==> config.mk <==
export PLATFORM = sky130hd
export DESIGN_NAME = relocation_delta_table_encoder_core
export DESIGN_NICKNAME = d
export VERILOG_FILES = /design/src/hdl/rdte_pkg.sv /design/src/hdl/rdte_encode.sv /design/src/hdl/rdte_resq.sv /design/src/hdl/relocation_delta_table_encoder_core.sv
export SDC_FILE = /design/constraint.sdc
export NUM_CORES = 1
export LEC_CHECK = 0
export ABC_AREA = 1
export CORE_UTILIZATION = 30
export CTS_CLUSTER_SIZE = 25
export DETAILED_ROUTE_END_ITERATION = 6
export DONT_BUFFER_PORTS = 1
export PLACE_DENSITY = 0.41
export SYNTH_ARGS = -nofsm -noshare
export SYNTH_HDL_FRONTEND = slang
export SYNTH_SLANG_ARGS = --single-unit
==> constraint.sdc <==
create_clock -name clk -period 11 [get_ports clk]
set_input_delay 1.1 -clock clk [delete_from_list [all_inputs] [get_ports clk]]
set_output_delay 1.1 -clock clk [all_outputs]
set_load 0.02 [all_outputs]
==> src/hdl/rdte_pkg.sv <==
// Shared types and constants of the relocation delta table encoder.
`default_nettype none

package rdte_pkg;

  // Default widths of image offsets and of the skip-byte run counter
  localparam int OFFSET_BITS_DEF = 32;
  localparam int RUN_BITS_DEF    = 25;

  // Fixed field widths of the result request
  localparam int BYTE_W = 8;
  localparam int REP_W  = 25;
  localparam int SIZE_W = 32;

  // Most results that one input request can cause
  localparam int MAX_RES = 4;
  localparam int CNT_W   = $clog2(MAX_RES + 1);
  localparam int IDX_W   = $clog2(MAX_RES);

  // Encoding constants
  localparam logic [8:0]        STEP_GAP     = 9'd254;
  localparam logic [7:0]        TAG_MASK     = 8'd7;
  localparam logic [7:0]        LONG_TAG     = 8'd5;
  localparam logic [SIZE_W-1:0] OFFSET_BYTES = 32'd4;

  // Kind of input request
  typedef enum logic {
    ACT_WORD = 1'b0,
    ACT_END  = 1'b1
  } action_t;

  // One result request
  typedef struct packed {
    logic [BYTE_W-1:0] out_byte;
    logic [REP_W-1:0]  repeat_res;
    logic              last;
    logic [SIZE_W-1:0] table_size;
  } res_t;

  // Results of one input request, in output order, with their count
  typedef struct packed {
    logic [CNT_W-1:0]          cnt;
    res_t [MAX_RES-1:0]        res;
  } batch_t;

endpackage

`default_nettype wire

==> src/hdl/rdte_encode.sv <==
// Encoder state and the single-pass result computation for one request.
`default_nettype none

module rdte_encode #(
  parameter int OFFSET_BITS = rdte_pkg::OFFSET_BITS_DEF,
  parameter int RUN_BITS    = rdte_pkg::RUN_BITS_DEF
) (
  input  wire logic             clk,
  input  wire logic             rst_n,
  input  wire logic             go,
  input  wire rdte_pkg::action_t action,
  input  wire logic [7:0]       tag_byte,
  output rdte_pkg::batch_t      batch
);

  localparam logic [RUN_BITS-1:0] RUN_MAX = {RUN_BITS{1'b1}};

  logic [OFFSET_BITS-1:0]      pos_r, pos_nxt;
  logic                        nrel_r, nrel_nxt;
  logic                        skip_r, skip_nxt;
  logic [RUN_BITS-1:0]         pend_r, pend_nxt;
  logic [7:0]                  gap_r, gap_nxt;
  logic [rdte_pkg::SIZE_W-1:0] bw_r, bw_nxt;

  logic [8:0]                  gap_sum;
  logic                        gap_wrap;
  logic [7:0]                  gap_adv;
  logic [RUN_BITS-1:0]         pend_adv;
  logic [OFFSET_BITS-1:0]      pos_inc;
  logic [31:0]                 pos32;
  logic [rdte_pkg::SIZE_W-1:0] term;

  // Gap bookkeeping for a word that is not a relocation
  assign gap_sum  = {1'b0, gap_r} + 9'd2;
  assign gap_wrap = gap_sum > rdte_pkg::STEP_GAP;
  assign gap_adv  = gap_wrap ? 8'(gap_sum - rdte_pkg::STEP_GAP) : gap_sum[7:0];
  assign pend_adv = (gap_wrap && (pend_r != RUN_MAX)) ? pend_r + 1'b1 : pend_r;
  assign pos_inc  = pos_r + OFFSET_BITS'(2);
  assign pos32    = 32'(pos_r);
  assign term     = nrel_r ? rdte_pkg::OFFSET_BYTES : 32'd1;

  always_comb begin
    pos_nxt  = pos_r;
    nrel_nxt = nrel_r;
    skip_nxt = skip_r;
    pend_nxt = pend_r;
    gap_nxt  = gap_r;
    bw_nxt   = bw_r;
    batch    = '0;
    if (go) begin
      if (action == rdte_pkg::ACT_END) begin
        batch.cnt                  = rdte_pkg::CNT_W'(1);
        batch.res[0].out_byte      = 8'd0;
        batch.res[0].repeat_res    = rdte_pkg::REP_W'(term);
        batch.res[0].last          = 1'b1;
        batch.res[0].table_size    = bw_r + term;
        pos_nxt  = '0;
        nrel_nxt = 1'b1;
        skip_nxt = 1'b0;
        pend_nxt = '0;
        gap_nxt  = '0;
        bw_nxt   = '0;
      end else if (skip_r || ((tag_byte & rdte_pkg::TAG_MASK) != rdte_pkg::LONG_TAG)) begin
        // plain word or second half of a long relocation: advance only
        skip_nxt = 1'b0;
        pos_nxt  = pos_inc;
        gap_nxt  = gap_adv;
        pend_nxt = pend_adv;
      end else begin
        if (nrel_r) begin
          batch.cnt               = rdte_pkg::CNT_W'(4);
          batch.res[0].out_byte   = pos32[31:24];
          batch.res[1].out_byte   = pos32[23:16];
          batch.res[2].out_byte   = pos32[15:8];
          batch.res[3].out_byte   = pos32[7:0];
          batch.res[0].repeat_res = rdte_pkg::REP_W'(1);
          batch.res[1].repeat_res = rdte_pkg::REP_W'(1);
          batch.res[2].repeat_res = rdte_pkg::REP_W'(1);
          batch.res[3].repeat_res = rdte_pkg::REP_W'(1);
          bw_nxt   = bw_r + rdte_pkg::OFFSET_BYTES;
          nrel_nxt = 1'b0;
        end else if (pend_r != '0) begin
          batch.cnt               = rdte_pkg::CNT_W'(2);
          batch.res[0].out_byte   = 8'd1;
          batch.res[0].repeat_res = rdte_pkg::REP_W'(pend_r);
          batch.res[1].out_byte   = gap_r;
          batch.res[1].repeat_res = rdte_pkg::REP_W'(1);
          bw_nxt = bw_r + 32'(pend_r) + 32'd1;
        end else begin
          batch.cnt               = rdte_pkg::CNT_W'(1);
          batch.res[0].out_byte   = gap_r;
          batch.res[0].repeat_res = rdte_pkg::REP_W'(1);
          bw_nxt = bw_r + 32'd1;
        end
        pend_nxt = '0;
        gap_nxt  = 8'd2;
        skip_nxt = 1'b1;
        pos_nxt  = pos_inc;
      end
    end
  end

  always_ff @(posedge clk) begin
    if (!rst_n) begin
      pos_r  <= '0;
      nrel_r <= 1'b1;
      skip_r <= 1'b0;
      pend_r <= '0;
      gap_r  <= '0;
      bw_r   <= '0;
    end else begin
      pos_r  <= pos_nxt;
      nrel_r <= nrel_nxt;
      skip_r <= skip_nxt;
      pend_r <= pend_nxt;
      gap_r  <= gap_nxt;
      bw_r   <= bw_nxt;
    end
  end

endmodule

`default_nettype wire

==> src/hdl/rdte_resq.sv <==
// Result register bank: holds the results of one request and drains them in order.
`default_nettype none

module rdte_resq (
  input  wire logic             clk,
  input  wire logic             rst_n,
  input  wire logic             load,
  input  wire rdte_pkg::batch_t batch,
  input  wire logic             pop,
  output logic                  room,
  output logic                  res_vld,
  output rdte_pkg::res_t        res
);

  rdte_pkg::res_t                 ent_r [rdte_pkg::MAX_RES];
  logic [rdte_pkg::CNT_W-1:0]     cnt_r, cnt_nxt;
  logic [rdte_pkg::IDX_W-1:0]     head_r, head_nxt;
  logic                           pop_ok;

  assign res_vld = cnt_r != '0;
  assign res     = ent_r[head_r];
  // a result leaves only when one is actually offered
  assign pop_ok  = pop && res_vld;
  // free for a new batch once the last held result leaves
  assign room    = (cnt_r == '0) || ((cnt_r == rdte_pkg::CNT_W'(1)) && pop);

  always_comb begin
    cnt_nxt  = cnt_r;
    head_nxt = head_r;
    if (load) begin
      cnt_nxt  = batch.cnt;
      head_nxt = '0;
    end else if (pop_ok) begin
      cnt_nxt  = cnt_r - 1'b1;
      head_nxt = head_r + 1'b1;
    end
  end

  always_ff @(posedge clk) begin
    if (!rst_n) begin
      cnt_r  <= '0;
      head_r <= '0;
    end else begin
      cnt_r  <= cnt_nxt;
      head_r <= head_nxt;
    end
  end

  always_ff @(posedge clk) begin
    if (load) begin
      for (int i = 0; i < rdte_pkg::MAX_RES; i++) begin
        ent_r[i] <= batch.res[i];
      end
    end
  end

  a_cnt_range: assert property (@(posedge clk) disable iff (!rst_n)
    cnt_r <= rdte_pkg::CNT_W'(rdte_pkg::MAX_RES))
    else $error("result count above capacity");

  a_load_room: assert property (@(posedge clk) disable iff (!rst_n)
    load |-> room)
    else $error("batch loaded over undelivered results");

  a_pop_count: assert property (@(posedge clk) disable iff (!rst_n)
    (pop && res_vld && !load) |=> (cnt_r == $past(cnt_r) - 1'b1))
    else $error("drain did not lower the result count");

endmodule

`default_nettype wire

==> src/hdl/relocation_delta_table_encoder_core.sv <==
// Top level of the relocation delta table encoder: input register, encoder, result bank.
//
// Usage:
//   Input stream (in_*): one request per 2-byte relocation word of the image, or an
//   end request (in_tuser = 1) that closes the image. in_tdata carries the word's tag
//   byte; a tag whose low three bits equal 5 marks a long relocation, and the word
//   after it is taken without inspection.
//   Result stream (out_*): table bytes with a repeat count; out_tlast marks the
//   terminator, which also carries the total table size in bytes.
//   Flow: a request is registered on acceptance and its batch is loaded into the
//   result bank once the bank has room; the first result is then offered on out_*.
//   Throughput: one request per cycle while it causes at most one result and the
//   receiver does not stall; a request causing k results holds the bank until all k
//   have left (k is 4 for the first relocation of an image, 1 or 2 for later ones).
//   The result bank drain sets it.
//   Reset (rst_n low, synchronous) empties both stages and starts a fresh image.
//   When the receiver stalls, held results wait and the input register fills, after
//   which in_tready drops; no request is lost.
`default_nettype none

module relocation_delta_table_encoder_core #(
  parameter int OFFSET_BITS = rdte_pkg::OFFSET_BITS_DEF,
  parameter int RUN_BITS    = rdte_pkg::RUN_BITS_DEF
) (
  input  wire logic        clk,
  input  wire logic        rst_n,
  // input request stream
  input  wire logic        in_tvalid,
  output logic             in_tready,
  input  wire logic [7:0]  in_tdata,   // [7:0] tag_byte
  input  wire logic        in_tuser,   // [0] action (1 = end of image)
  // result stream
  output logic             out_tvalid,
  input  wire logic        out_tready,
  output logic [71:0]      out_tdata,  // [7:0] out_byte, [32:8] repeat_res,
                                       // [64:33] table_size, [71:65] zero
  output logic             out_tlast   // terminator of the image
);

  logic                 in_vld_r;
  rdte_pkg::action_t    act_r;
  logic [7:0]           tag_r;
  logic                 take;
  logic                 room;
  logic                 res_vld;
  rdte_pkg::res_t       res;
  rdte_pkg::batch_t     batch;

  // hand the registered request to the encoder when the result bank can take its batch
  assign take      = in_vld_r && room;
  assign in_tready = !in_vld_r || take;

  always_ff @(posedge clk) begin
    if (!rst_n) begin
      in_vld_r <= 1'b0;
    end else if (in_tready) begin
      in_vld_r <= in_tvalid;
    end
  end

  // payload: hold while the request waits
  always_ff @(posedge clk) begin
    if (in_tready && in_tvalid) begin
      act_r <= rdte_pkg::action_t'(in_tuser);
      tag_r <= in_tdata;
    end
  end

  rdte_encode #(
    .OFFSET_BITS (OFFSET_BITS),
    .RUN_BITS    (RUN_BITS)
  ) u_enc (
    .clk      (clk),
    .rst_n    (rst_n),
    .go       (take),
    .action   (act_r),
    .tag_byte (tag_r),
    .batch    (batch)
  );

  rdte_resq u_resq (
    .clk     (clk),
    .rst_n   (rst_n),
    .load    (take),
    .batch   (batch),
    .pop     (out_tready),
    .room    (room),
    .res_vld (res_vld),
    .res     (res)
  );

  assign out_tvalid = res_vld;
  assign out_tlast  = res.last;
  assign out_tdata  = {7'd0, res.table_size, res.repeat_res, res.out_byte};

endmodule

`default_nettype wire

[Yosys cells after proc, flatten, opt, wreduce, memory -nomap -nowiden]
Memories as Yosys holds them, arrays and structs flattened. A register that Yosys moved wholly into a read port is not among the register bits.
Cells that the tools add are included.
W data, S select, Z words.
Storage, ports and cells
  output and inout bits: 75
  logic and storage cells: 90
  bits in registers: 109
  RAM bits: 264
  memories: 1
Operators by class
  $lt $le $gt $ge: 1
  $add $sub $neg: 11
  eq/ne operators: 5
  reduce and logical (&&, ||, !) cells: 16
  multiplexer cells: 44
  bitwise operators: 1
Memories
  u_resq.ent_r: depth 4, width 66, read ports 1, clocked after Yosys merged registers in 1, write ports 4, line rdte_resq.sv:15  | rdte_pkg::res_t ent_r [rdte_pkg::MAX_RES];
Operators by type and width (number)
  $mux W33: 16
  $mux W32: 5
  $mux W25: 3
  $mux W36: 2
  $mux W66: 1
  $add A32 B1 Y32 const B: 2
  $add A32 B2 Y32 const B: 1
  $add A32 B25 Y32: 1
  $add A32 B3 Y32 const B: 1
  $add A32 B32 Y32: 1
  $add A25 B1 Y25 const B: 1
  $ne A25 B25 Y1 const B: 1
  $reduce_bool A25 Y1: 1
  $mux W8: 3
  $mux W3: 5
  $add A8 B2 Y9 const B: 1
  $gt A9 B8 Y1 const B: 1
  $sub A8 B8 Y8 const B: 1
  $mux W1: 6
  $mux W2: 3
  $logic_and A1 B1 Y1: 5
  $reduce_and A2 Y1: 2
  $eq A3 B1 Y1 const B: 1
  $logic_not A3 Y1: 1
  11 further kinds: 13

[Longest topological paths before layout]
Gate-level depths: netlist of the first run.
  depth in word-level cells: 7
  depth in mapped cells: 18
  gate-level depth less buffers: 18

[Modules after synthesis]
Synthesis of the first run repeated with hierarchy kept, for this count alone.
Unflattened totals
  cell total of the unflattened synthesis: 2771
  area total of the unflattened synthesis: 22824.4 um^2
Modules (own cells, without submodules)
  rdte_encode: times used 1, cells each 2056, seq. area each 1941.9 um^2, area an instance 11702.5 um^2
  rdte_resq: times used 1, cells each 689, seq. area each 8067.7 um^2, area an instance 10736.5 um^2
  relocation_delta_table_encoder_core: times used 1, cells each 26, seq. area each 290.3 um^2, area an instance 385.4 um^2

[Worst setup path before layout of the first run]
No wires, ideal clock.
  path kind: input to register
  from: input port out_tready
  to: register u_enc.pos_r[3] (netlist: u_enc.pos32[3])
  required time: 10674 ps
  arrival: 4350 ps
  path buffers: 1
  setup time: 326 ps
  cell stages on the path: 5
  setup slack: 6324 ps
  cells stage by stage: a21o_1 > nand2_1 > nor2_4 > clkbuf_1 > a221oi_1
Between the ends
  word-level cells in the longest chain between the ends: 3
RTL lines
  start, declared: line relocation_delta_table_encoder_core.sv:34  | input wire logic out_tready,
  $logic_and A1 B1 Y1: line rdte_resq.sv:25  | assign room = (cnt_r == '0) || ((cnt_r == rdte_pkg::CNT_W'(1)) && pop);
  $logic_or A1 B1 Y1: line rdte_resq.sv:25
  $logic_and A1 B1 Y1: line relocation_delta_table_encoder_core.sv:50  | assign take = in_vld_r && room;
  via take: line relocation_delta_table_encoder_core.sv:43  | logic take;
  end signal, assigned: line rdte_encode.sv:112  | pos_r <= pos_nxt;
  end, declared: line rdte_encode.sv:18  | logic [OFFSET_BITS-1:0] pos_r, pos_nxt;
The timed path passes the listed nets, and every way through them passes these cells.
A chain may end at the register's enable or synchronous reset.

==> results of run 1 <==
## layout by cell type, fill, tap and decap left out, types with 4 or more instances in the layout
| cell type | netlist | routed |
|---|---|---|
| nor2_1 | 328 | 328 |
| nor3_1 | 47 | 47 |
| nor2_2 | 18 | 18 |
| edfxtp_1 | 95 | 95 |
| ha_1 | 39 | 39 |
| nand3b_1 | 6 | 6 |
| inv_1 | 285 | 284 |
| o21ai_1 | 6 | 6 |
| o211ai_1 | 6 | 6 |
| o32ai_1 | 6 | 6 |
| nand2_2 | 10 | 10 |
| inv_8 | 0 | 4 |
| nand3_1 | 151 | 151 |
| nand2_1 | 610 | 610 |
| conb_1 | 1 | 7 |
| dfxtp_1 | 105 | 104 |
| inv_2 | 8 | 9 |
| buf_4 | 8 | 11 |
| o21ai_0 | 109 | 109 |
| a21oi_1 | 122 | 122 |
| xnor2_1 | 9 | 9 |
| nor4_1 | 12 | 12 |
| clkbuf_16 | 0 | 17 |
| nand4_1 | 34 | 34 |
| xor2_1 | 25 | 25 |
| o22ai_1 | 16 | 16 |
## synth_stat cells, types with 25 or more instances
library cell and count:
nand2_1 610, nor2_1 328, inv_1 285, nand3_1 151, a21oi_1 122, o21ai_0 109
dfxtp_1 105, edfxtp_1 95, nor3_1 47, ha_1 39, clkbuf_1 34, nand4_1 34
xor2_1 25
## critical path: stages (launching register included)
cell	delay, ns
dfxtp_1	0.56
inv_2	0.11
buf_4	0.60
o21ai_0	0.21
o21ai_0	0.62
## power groups by stage
| stage | Clock (W) | Combinational, W | Sequential [W] |
|---|---|---|---|
| CTS | 0.000717 | 0.000504 | 0.000881 |
| detailed placement | 0 | 0.000503 | 0.000898 |
| global route | 0.000740 | 0.000545 | 0.000886 |
| global placement | 0 | 0.000501 | 0.000896 |
| floorplan | 0 | 0.000365 | 0.000888 |
| finish | 0.000698 | 0.000499 | 0.000879 |
## per-layer routing
metal,vias to the layer above,GRT usage [%],wire [um]
met4,0,7.319,1282
met3,66,3.145,2577
met2,340,33.66,22790
met5,-,0,0
met1,6293,31.73,25400
li1,6933,-,-
## how the worst max path moves through the flow
stage	slack [ns]	from	cells past startpoint	end
finish	7.23	register	4	out_tdata[0]
global route	7.07	register	4	out_tdata[8]
CTS	7.16	register	4	out_tdata[0]
detailed placement	7.12	out_tready	11	u_enc.bw_r[4]$_SDFFE_PN0P_
global placement	7.11	out_tready	11	u_enc.bw_r[4]$_SDFFE_PN0P_
floorplan	6.32	out_tready	5	u_enc.pos32[3]$_SDFFE_PN0P_
## area by class of cell
cell class	count	area, um^2	area share, %
timing repair buffer	11	82.58	0.5443
sequential	200	4956	32.67
inverter	294	1104	7.274
tap	600	750.7	4.948
clock inverter	15	203.9	1.344
multi-input combinational	1607	7650	50.42
clock buffer	17	425.4	2.804
## state kept, by name, indices dropped and copies added (netlist names), named ones only
signal	flops
u_resq.cnt_r	3
u_enc.bw_r	32
act_r	1
u_enc.skip_r	1
u_resq.head_r	2
u_enc.pend_r	25
u_enc.gap_r	7
u_resq.ent_r	91
in_vld_r	1
u_enc.nrel_r	1
tag_r	3
u_enc.pos32	31
## logic make-up (layout without fill, tap and decap cells)
group	after synthesis	in the layout
fa+ha+maj	40	40
compound gates	290	290
xor+xnor	34	34
buf+inv	367	337
other cells	1	7
flops	200	200
simple gates	1236	1236
## through the flow
| stage | power, W | setup WS, ns | std cells |
|---|---|---|---|
| floorplan | 0.001253 | 6.324 | 2174 |
| global placement | 0.001397 | 7.108 | 2712 |
| detailed placement | 0.001401 | 7.118 | 2712 |
| CTS | 0.002102 | 7.161 | 2744 |
| global route | 0.002170 | 7.066 | 2744 |
| finish | 0.002076 | 7.228 | 2744 |
==> results.json, run 1 <==
{
  "clockPowerShare_pct": 33.6,
  "gr-usage-all-layers_pct": 22.11,
  "yosys.area_share.simple_pct": 37.27,
  "insertedDiodeCount": 0,
  "routabilityCongestion": 0.8964,
  "min_path_type": "reg2reg",
  "numCtsBuffers": 17,
  "yosysWarnings": 0,
  "post_synth_xor_xnor_area_pct": 2.120,
  "ant_nets": 0,
  "num-fill-cells": 5029,
  "grt-ovfl-total": 0,
  "vias": 13632,
  "die_y_um": 218.4,
  "route.detailed.drc": 0,
  "report.final.hold_viol_count": 0,
  "status": "completed",
  "synth_adder_area_share_pct": 3.616,
  "achievable-frequency_ghz": 0.2651,
  "finish.utilization_pct": 33.15,
  "clkTransAtPathRegs_ns": 0.08,
  "cap_violations": 0,
  "cp_data_required_time_ns": 9.90,
  "synthArstFlopShare_pct": 0,
  "postSynth.topFlopCell": "dfxtp_1",
  "synth_compound_gate_area_share_pct": 11.26,
  "drt-initial-drc-count": 1329,
  "finalSetupViolCount": 0,
  "timing.setup.critical_path_class": "reg2out",
  "yosys.cell_types.count": 58,
  "synthDominantAreaCellType": "edfxtp_1",
  "highest_fanout_seen_on_the_critical_path": 74,
  "seqPwrFrac_pct": 42.4,
  "num_rows": 78,
  "r2r_setup_slack_ns": 7.49,
  "worst_margin_slew_ns": 1.054,
  "chipWidth_um": 218.4,
  "cts_tree": "built",
  "synth.ff_latch_count": 200,
  "grt_pass1_wl_mm": 77.96,
  "hold_ws_ns": 0.4678,
  "design.portCount": 88,
  "routed_wire_length_mm": 52.05,
  "routedWlPerCell_um": 18.97,
  "start_kind": "register",
  "synth_cells": 2168,
  "cts.repair_timing.setup_buffer_count": 0,
  "number_of_enable_type_register_cells_in_the_synthesized_netlist": 95,
  "post_synth_top_area_share_pct": 20.31,
  "final_design_area_no_fill_um2": 15170,
  "synth.top_cells.by_area": "edfxtp_1, nand2_1, dfxtp_1",
  "post-route-period-util_pct": 34.29,
  "worst_hold_path.num_cells": 2,
  "cell_internal_pwr_w": 0.001297,
  "die-area_um2": 47700,
  "timing.final.crit_period_ns": 3.772,
  "synth_mux_area_share_pct": 0,
  "r2r_cells": 11,
  "main_combinational_cell_family_by_area_after_synthesis": "simple AND/OR/NAND/NOR gates",
  "total_switching_power_w": 0.0007790,
  "cts-resized-gates": 0,
  "ctsHoldBuffers": 0,
  "cts_num_sinks": 200,
  "vias_in_the_first_global_route": 12501,
  "syn-cell-area_um2": 14050,
  "hold_path_end": "u_enc.skip_r$_SDFFE_PN0P_",
  "port-buffer-count": 0,
  "total_leakage_power_nw": 6.171,
  "syn-mean-instance-area_um2": 6.480,
  "area_added_between_synthesis_and_finish_pct": 7.998,
  "startpoint_of_the_tightest_hold_check_path": "u_enc.skip_r$_SDFFE_PN0P_",
  "worstReg2RegEnd": "u_resq.ent_r[1][64]$_SDFFCE_PN0P_",
  "pin_count_of_the_biggest_net_entering_global_routing": 75,
  "critical_path.endpoint_type": "output pin",
  "nets": 2184,
  "floorplan.core_area_um2": 45770,
  "power_frac_comb_pct": 24.0,
  "layout-drive-gt1-share_pct": 4.571,
  "grt_setup_unrepaired": "false",
  "cts_htree_levels": 4,
  "power-per-cell-area_nw_per_um2": 136.8,
  "clk-insertion-delay-late_ns": 0.51,
  "synth.yosys.seq_area_share_pct": 35.27,
  "routed_via_density": 4.968,
  "clk_path_buf_depth": 2,
  "power_switching_share_pct": 37.52,
  "timing.setup.tns_ns": 0,
  "dp.final_hpwl_mm": 39.69,
  "peakVddDrop_mv": 0.1034,
  "final_clock_skew_ns": 0.01797,
  "timing.slew.headroom_pct": 29.65,
  "slew_violations": 0,
  "timing.critical_path.arrival_ns": 2.67,
  "root_buffer": "clkbuf_16",
  "initial_core_util_pct": 30.69,
  "antenna_found_initial": 0,
  "drt_pass1_iterations": 6,
  "placed_cell_area_um2": 14540,
  "rr_startpoint": "u_enc.pend_r[0]$_SDFFE_PN0P_"
}
Power figures use the tool's default switching activity.
==> run 2, diff against run 1 <==
==> constraint.sdc (replaced) <==
create_clock -name clk -period 3.5 [get_ports clk]
set_input_delay 0.35 -clock clk [delete_from_list [all_inputs] [get_ports clk]]
set_output_delay 0.35 -clock clk [all_outputs]
set_load 0.02 [all_outputs]
==> run 2 against run 1 <==
Against the previous run:
- sequential power grew to 3.1 times the previous value
- cell area increased by 1.3%
- non-clock buffer count up 26
- largest power group unchanged
==> results.json, run 2 (synthesis gave the netlist of run 1 again) <==
{
  "status": "completed",
  "highest_fanout_seen_on_the_critical_path": 58,
  "routabilityCongestion": 0.9132,
  "grt_setup_unrepaired": "false",
  "cell_internal_pwr_w": 0.004094,
  "power_frac_comb_pct": 24.3,
  "post-route-period-util_pct": 75.14,
  "hold_ws_ns": 0.08987,
  "numCtsBuffers": 17,
  "routed_via_density": 4.948,
  "clockPowerShare_pct": 33.1,
  "start_kind": "register",
  "report.final.hold_viol_count": 0,
  "largest_register_ff_count": 91,
  "final_clock_skew_ns": 0.01486,
  "timing.slew.headroom_pct": 43.73,
  "vias": 13706,
  "top_layer_used": "met4",
  "timing.setup.critical_path_class": "reg2reg",
  "vias_in_the_first_global_route": 12506,
  "crit_path_cell_trace": "inv_1 -> ha_1 -> a21o_1 -> nand2_1 -> nor2_4 -> buf_4 -> buf_4",
  "chipWidth_um": 218.4,
  "total_switching_power_w": 0.002397,
  "timing.critical_path.mode_cell": "buf_4",
  "met3RoutedLength_mm": 2.250,
  "finish.utilization_pct": 33.59,
  "layout.cells.most_common": "nand2_1",
  "ant_nets": 0,
  "area_added_between_synthesis_and_finish_pct": 9.450,
  "cp_data_required_time_ns": 3.64,
  "clk-insertion-delay-late_ns": 0.51,
  "timing.final.crit_period_ns": 2.630,
  "wl_met1_mm": 25.61,
  "routed_wire_length_mm": 51.96,
  "timing.critical_path.arrival_ns": 2.77,
  "achievable-frequency_ghz": 0.3802,
  "port-buffer-count": 0,
  "final_cell_count_no_fill": 2770,
  "root_buffer": "clkbuf_16",
  "drt_pass1_iterations": 5,
  "cts_htree_levels": 4,
  "final_design_area_no_fill_um2": 15380,
  "route.detailed.drc": 0,
  "routedWlPerCell_um": 18.76,
  "critPathSlowestCell": "buf_4",
  "finalSetupViolCount": 0,
  "num-fill-cells": 5077,
  "initial_core_util_pct": 30.69,
  "drt-initial-drc-count": 1197,
  "slew_violations": 0,
  "area.sequential_um2": 4956,
  "cap_violations": 0,
  "wl_met2_mm": 23.41,
  "critPathMaxStageDelay_ns": 0.64,
  "layout-drive-gt1-share_pct": 5.438,
  "grt_pass1_wl_mm": 77.92,
  "insertedDiodeCount": 0,
  "cts_tree": "built",
  "min_path_type": "in2reg",
  "largest_register": "u_resq.ent_r",
  "design.portCount": 88,
  "floorplan.core_area_um2": 45770,
  "mostFrequentLayoutCells": "nand2_1, nor2_1, inv_1",
  "antenna_found_initial": 0,
  "power-per-cell-area_nw_per_um2": 422.1,
  "cts-resized-gates": 0,
  "worst_margin_slew_ns": 0.8412,
  "seqPwrFrac_pct": 42.5,
  "placedCellCount": 2732,
  "die-area_um2": 47700,
  "timing.setup.tns_ns": 0,
  "placed_cell_area_um2": 14710,
  "cts_num_sinks": 200,
  "clkTransAtPathRegs_ns": 0.08,
  "clk_path_buf_depth": 2,
  "critical_path.endpoint_type": "register",
  "area_of_the_multi_input_gates_um2": 7650,
  "grt-ovfl-total": 0,
  "total_leakage_power_nw": 6.303,
  "nets": 2210,
  "num_rows": 78,
  "cts.repair_timing.setup_buffer_count": 0,
  "pin_count_of_the_biggest_net_entering_global_routing": 59,
  "die_y_um": 218.4,
  "power_switching_share_pct": 36.93,
  "dp.final_hpwl_mm": 40.30,
  "peakVddDrop_mv": 0.3202,
  "gr-usage-all-layers_pct": 22.10
}
run 2: changes by cell type in the layout (fill, tap and decap cells not counted):
cell | before | now
clkinvlp_4 | 2 | 1
dlygate4sd3_1 | 0 | 6
clkinv_8 | 3 | 1
clkinv_4 | 2 | 3
inv_12 | 0 | 1
inv_8 | 4 | 2
inv_6 | 2 | 3
buf_12 | 0 | 1
buf_4 | 11 | 30
clkinv_2 | 0 | 2
run 2: worst max-delay path, delay by kind of cell, from the launching register on:
kind / cells / cell delay [ns]
compound gates: 1 / 0.09
flops: 1 / 0.34
fa+ha+maj: 1 / 0.18
buf+inv: 3 / 1.37
simple gates: 2 / 0.20
run 2: routing by layer:
metal | GRT usage (%) | vias to the layer above
li1 | - | 6979
met4 | 5.758 | 0
met2 | 34.36 | 335
met3 | 3.048 | 37
met1 | 31.75 | 6355
met5 | 0 | -
run 2: stage by stage:
stage	setup slack, ns	power, W
2_1_floorplan	0.8110	0.003925
3_3_place_gp	0.8910	0.004396
3_5_place_dp	0.8686	0.004399
4_1_cts	0.8427	0.006589
5_1_grt	0.6053	0.006821
6_report	0.8701	0.006490
run 2: final cells by class:
class	count	area share, %
clock buffer	17	2.767
clock inverter	15	1.204
inverter	294	7.177
multi-input combinational	1607	49.75
sequential	200	32.23
tap	600	4.882
timing repair buffer	37	1.986
run 2: repair_timing:
item | in CTS | in global routing
endpoints found under the setup margin | 0 | 0
hold endpoints to repair | 17 | 0
hold buffers | 6 | 0
run 2: power by group through the flow:
stage	clock, W	sequential (W)	combinational [W]
3_5_place_dp	0	0.00281	0.00159
3_3_place_gp	0	0.00281	0.00158
2_1_floorplan	0	0.00278	0.00115
4_1_cts	0.00223	0.00276	0.00160
6_report	0.00215	0.00276	0.00158
5_1_grt	0.00230	0.00278	0.00174
run 2: worst paths after layout:
path | startpoint | endpoint | slack (ns) | cells past startpoint
worst max-delay path | u_resq.cnt_r[0]$_SDFFE_PN0P_ | u_resq.ent_r[0][23]$_SDFFCE_PN0P_ | 0.87 | 7
worst min-delay path | out_tready | u_resq.cnt_r[2]$_SDFFE_PN0P_ | 0.09 | 3
worst max register to register | u_resq.cnt_r[0]$_SDFFE_PN0P_ | u_resq.ent_r[0][23]$_SDFFCE_PN0P_ | 0.87 | 7
worst min register to register | u_enc.skip_r$_SDFFE_PN0P_ | u_enc.skip_r$_SDFFE_PN0P_ | 0.46 | 2
==> run 3, diff against run 2 <==
--- a/config.mk
+++ b/config.mk
@@ -10,7 +10,7 @@
 export CTS_CLUSTER_SIZE = 25
 export DETAILED_ROUTE_END_ITERATION = 6
 export DONT_BUFFER_PORTS = 1
-export PLACE_DENSITY = 0.41
+export PLACE_DENSITY = 0.42
 export SYNTH_ARGS = -nofsm -noshare
 export SYNTH_HDL_FRONTEND = slang
 export SYNTH_SLANG_ARGS = --single-unit
==> constraint.sdc (replaced) <==
create_clock -name clk -period 2.2 [get_ports clk]
set_input_delay 0.22 -clock clk [delete_from_list [all_inputs] [get_ports clk]]
set_output_delay 0.22 -clock clk [all_outputs]
set_load 0.02 [all_outputs]
==> run 3 against run 2 <==
Against the previous run:
- the flow now finishes with violations (hold timing)
- combinational power rose by 94%
- sequential power is 58% higher
- clock skew increased by 0.0054 ns
- die area unchanged
- highest routed layer unchanged
- count of clock-buffer cells in the layout grew 3
- critical path type unchanged
- largest cell class unchanged
- non-clock buffer count increased by 213
- wire length is 4.3% higher
- critical endpoint is now u_resq.ent_r[0][28]$_SDFFCE_PN0P_
- power up 66%
- global-route usage grew 0.69 points
- core utilization grew 4.7 points
- register-to-register slack got worse by 0.79 ns
==> results.json, run 3 (synthesis gave the netlist of run 1 again) <==
{
  "hold_ws_ns": -0.005082,
  "finish.utilization_pct": 38.32,
  "clkTransAtPathRegs_ns": 0.09,
  "largest_register": "u_resq.ent_r",
  "grt_pass1_wl_mm": 80.78,
  "start_kind": "register",
  "critPathMaxStageDelay_ns": 0.35,
  "cell_internal_pwr_w": 0.006764,
  "vias": 14553,
  "pin_count_of_the_biggest_net_entering_global_routing": 51,
  "power_switching_share_pct": 37.05,
  "critical_path.endpoint_type": "register",
  "antenna_found_initial": 0,
  "num_rows": 78,
  "routedWlPerCell_um": 18.15,
  "routed_wire_length_mm": 54.17,
  "placedCellCount": 2940,
  "mostFrequentLayoutCells": "nand2_1, nor2_1, inv_1",
  "nets": 2424,
  "design.portCount": 88,
  "postLayoutSetupSlackWorst_ns": 0.08199,
  "min_path_type": "in2reg",
  "drt_pass1_iterations": 5,
  "routed_via_density": 4.877,
  "finalSetupViolCount": 0,
  "chipWidth_um": 218.4,
  "highest_fanout_seen_on_the_critical_path": 4,
  "floorplan.core_area_um2": 45770,
  "total_switching_power_w": 0.003980,
  "final_clock_skew_ns": 0.02031,
  "violations": "hold timing",
  "peakVddDrop_mv": 0.6647,
  "layout.cells.most_common": "nand2_1",
  "vias_in_the_first_global_route": 13500,
  "layout-drive-gt1-share_pct": 18.79,
  "total_leakage_power_nw": 7.443,
  "route.detailed.drc": 0,
  "timing.final.crit_period_ns": 2.118,
  "insertedDiodeCount": 0,
  "grt_setup_unrepaired": "true",
  "routabilityCongestion": 0.8970,
  "achievable-frequency_ghz": 0.4721,
  "timing.setup.critical_path_class": "reg2reg",
  "seqPwrFrac_pct": 40.7,
  "cp_data_required_time_ns": 2.53,
  "port-buffer-count": 0,
  "final_cell_count_no_fill": 2984,
  "cts_num_sinks": 200,
  "post-route-period-util_pct": 96.27,
  "crit_path_cell_trace": "buf_4 -> ha_1 -> ha_1 -> nand2_1 -> a21oi_4 -> inv_1 -> nor2_1 -> buf_4 -> nand4_1 -> a21oi_1 -> o21a_1",
  "die-area_um2": 47700,
  "power_frac_comb_pct": 28.6,
  "cap_violations": 0,
  "die_y_um": 218.4,
  "clockPowerShare_pct": 30.7,
  "gr-usage-all-layers_pct": 22.79,
  "critPathSlowestCell": "dfxtp_2",
  "status": "finished with violations",
  "power-per-cell-area_nw_per_um2": 612.5,
  "report.final.hold_viol_count": 1,
  "cts_htree_levels": 4,
  "clk_path_buf_depth": 2,
  "slew_violations": 0,
  "cts_tree": "built",
  "grt-ovfl-total": 0,
  "largest_register_ff_count": 91,
  "worst_margin_slew_ns": 0.9801,
  "clk-insertion-delay-late_ns": 0.50,
  "dp_slack_ns": -0.05017,
  "ant_nets": 0,
  "area_added_between_synthesis_and_finish_pct": 24.86,
  "timing.slew.headroom_pct": 34.44,
  "drt-initial-drc-count": 1159,
  "initial_core_util_pct": 30.69,
  "numCtsBuffers": 17,
  "root_buffer": "clkbuf_16",
  "dp.final_hpwl_mm": 42.61,
  "timing.critical_path.arrival_ns": 2.45
}
## run 3: worst paths after layout
check	slack, ns	startpoint	depth (start not counted)	end
setup reg to reg	0.08	u_enc.bw_r[0]$_SDFFE_PN0P_	11	u_resq.ent_r[0][28]$_SDFFCE_PN0P_
hold / removal	-0.005	rst_n	4	u_enc.pend_r[5]$_SDFFE_PN0P_
setup / recovery	0.08	u_enc.bw_r[0]$_SDFFE_PN0P_	11	u_resq.ent_r[0][28]$_SDFFCE_PN0P_
hold reg to reg	0.47	u_enc.skip_r$_SDFFE_PN0P_	2	u_enc.skip_r$_SDFFE_PN0P_
## run 3: layout make-up
class                      instances  area, um^2
clock buffer                      20       456.7
clock inverter                    12       131.4
fill                            4924       28230
inverter                         294        1112
multi-input combinational       1608        8056
sequential                       200        4995
tap                              600       750.7
timing repair buffer             250        2038
## run 3: worst max-delay path, delay by kind of cell (launching register included)
family / cells / cell delay [ns]
AOI/OAI and AO/OA: 3 / 0.58
adders and majority gates: 2 / 0.36
buffers and inverters: 3 / 0.36
DFF: 1 / 0.35
and+or+nand+nor: 3 / 0.31
## run 3: metrics by stage
step           total power [W]  setup TNS [ns]  cell area, um^2
2_1_floorplan         0.006251               0            14110
3_3_place_gp          0.007386         -0.1102            16380
4_1_cts                0.01073               0            17070
3_5_place_dp          0.007398        -0.08847            16380
5_1_grt                0.01125         -0.1745            17540
6_report               0.01074               0            17540
## run 3: power groups by stage
stage                     Clock (W)  Sequential (W)  Combinational, W
after global routing        0.00349         0.00440           0.00335
final                       0.00330         0.00437           0.00307
after floorplan                   0         0.00441           0.00184
after global placement            0         0.00445           0.00293
after detailed placement          0         0.00446           0.00294
after CTS                   0.00338         0.00438           0.00297
## run 3: what timing repair did
item | 4_1_cts | 5_1_grt
setup endpoints to repair | 13 | 114
buffers inserted | 0 | 4
hold buffers | 5 | 2
pin swaps | 0 | 15
endpoints found under the hold margin | 18 | 12
resized for setup | 10 | 130
cloned | 0 | 1
## run 3: routing by layer
| layer | share of wire, % | GRT usage (%) |
|---|---|---|
| met1 | 48 | 32.15 |
| met2 | 45 | 35.23 |
| met3 | 4.7 | 3.396 |
| met4 | 2.0 | 7.599 |
| met5 | 0 | 0 |
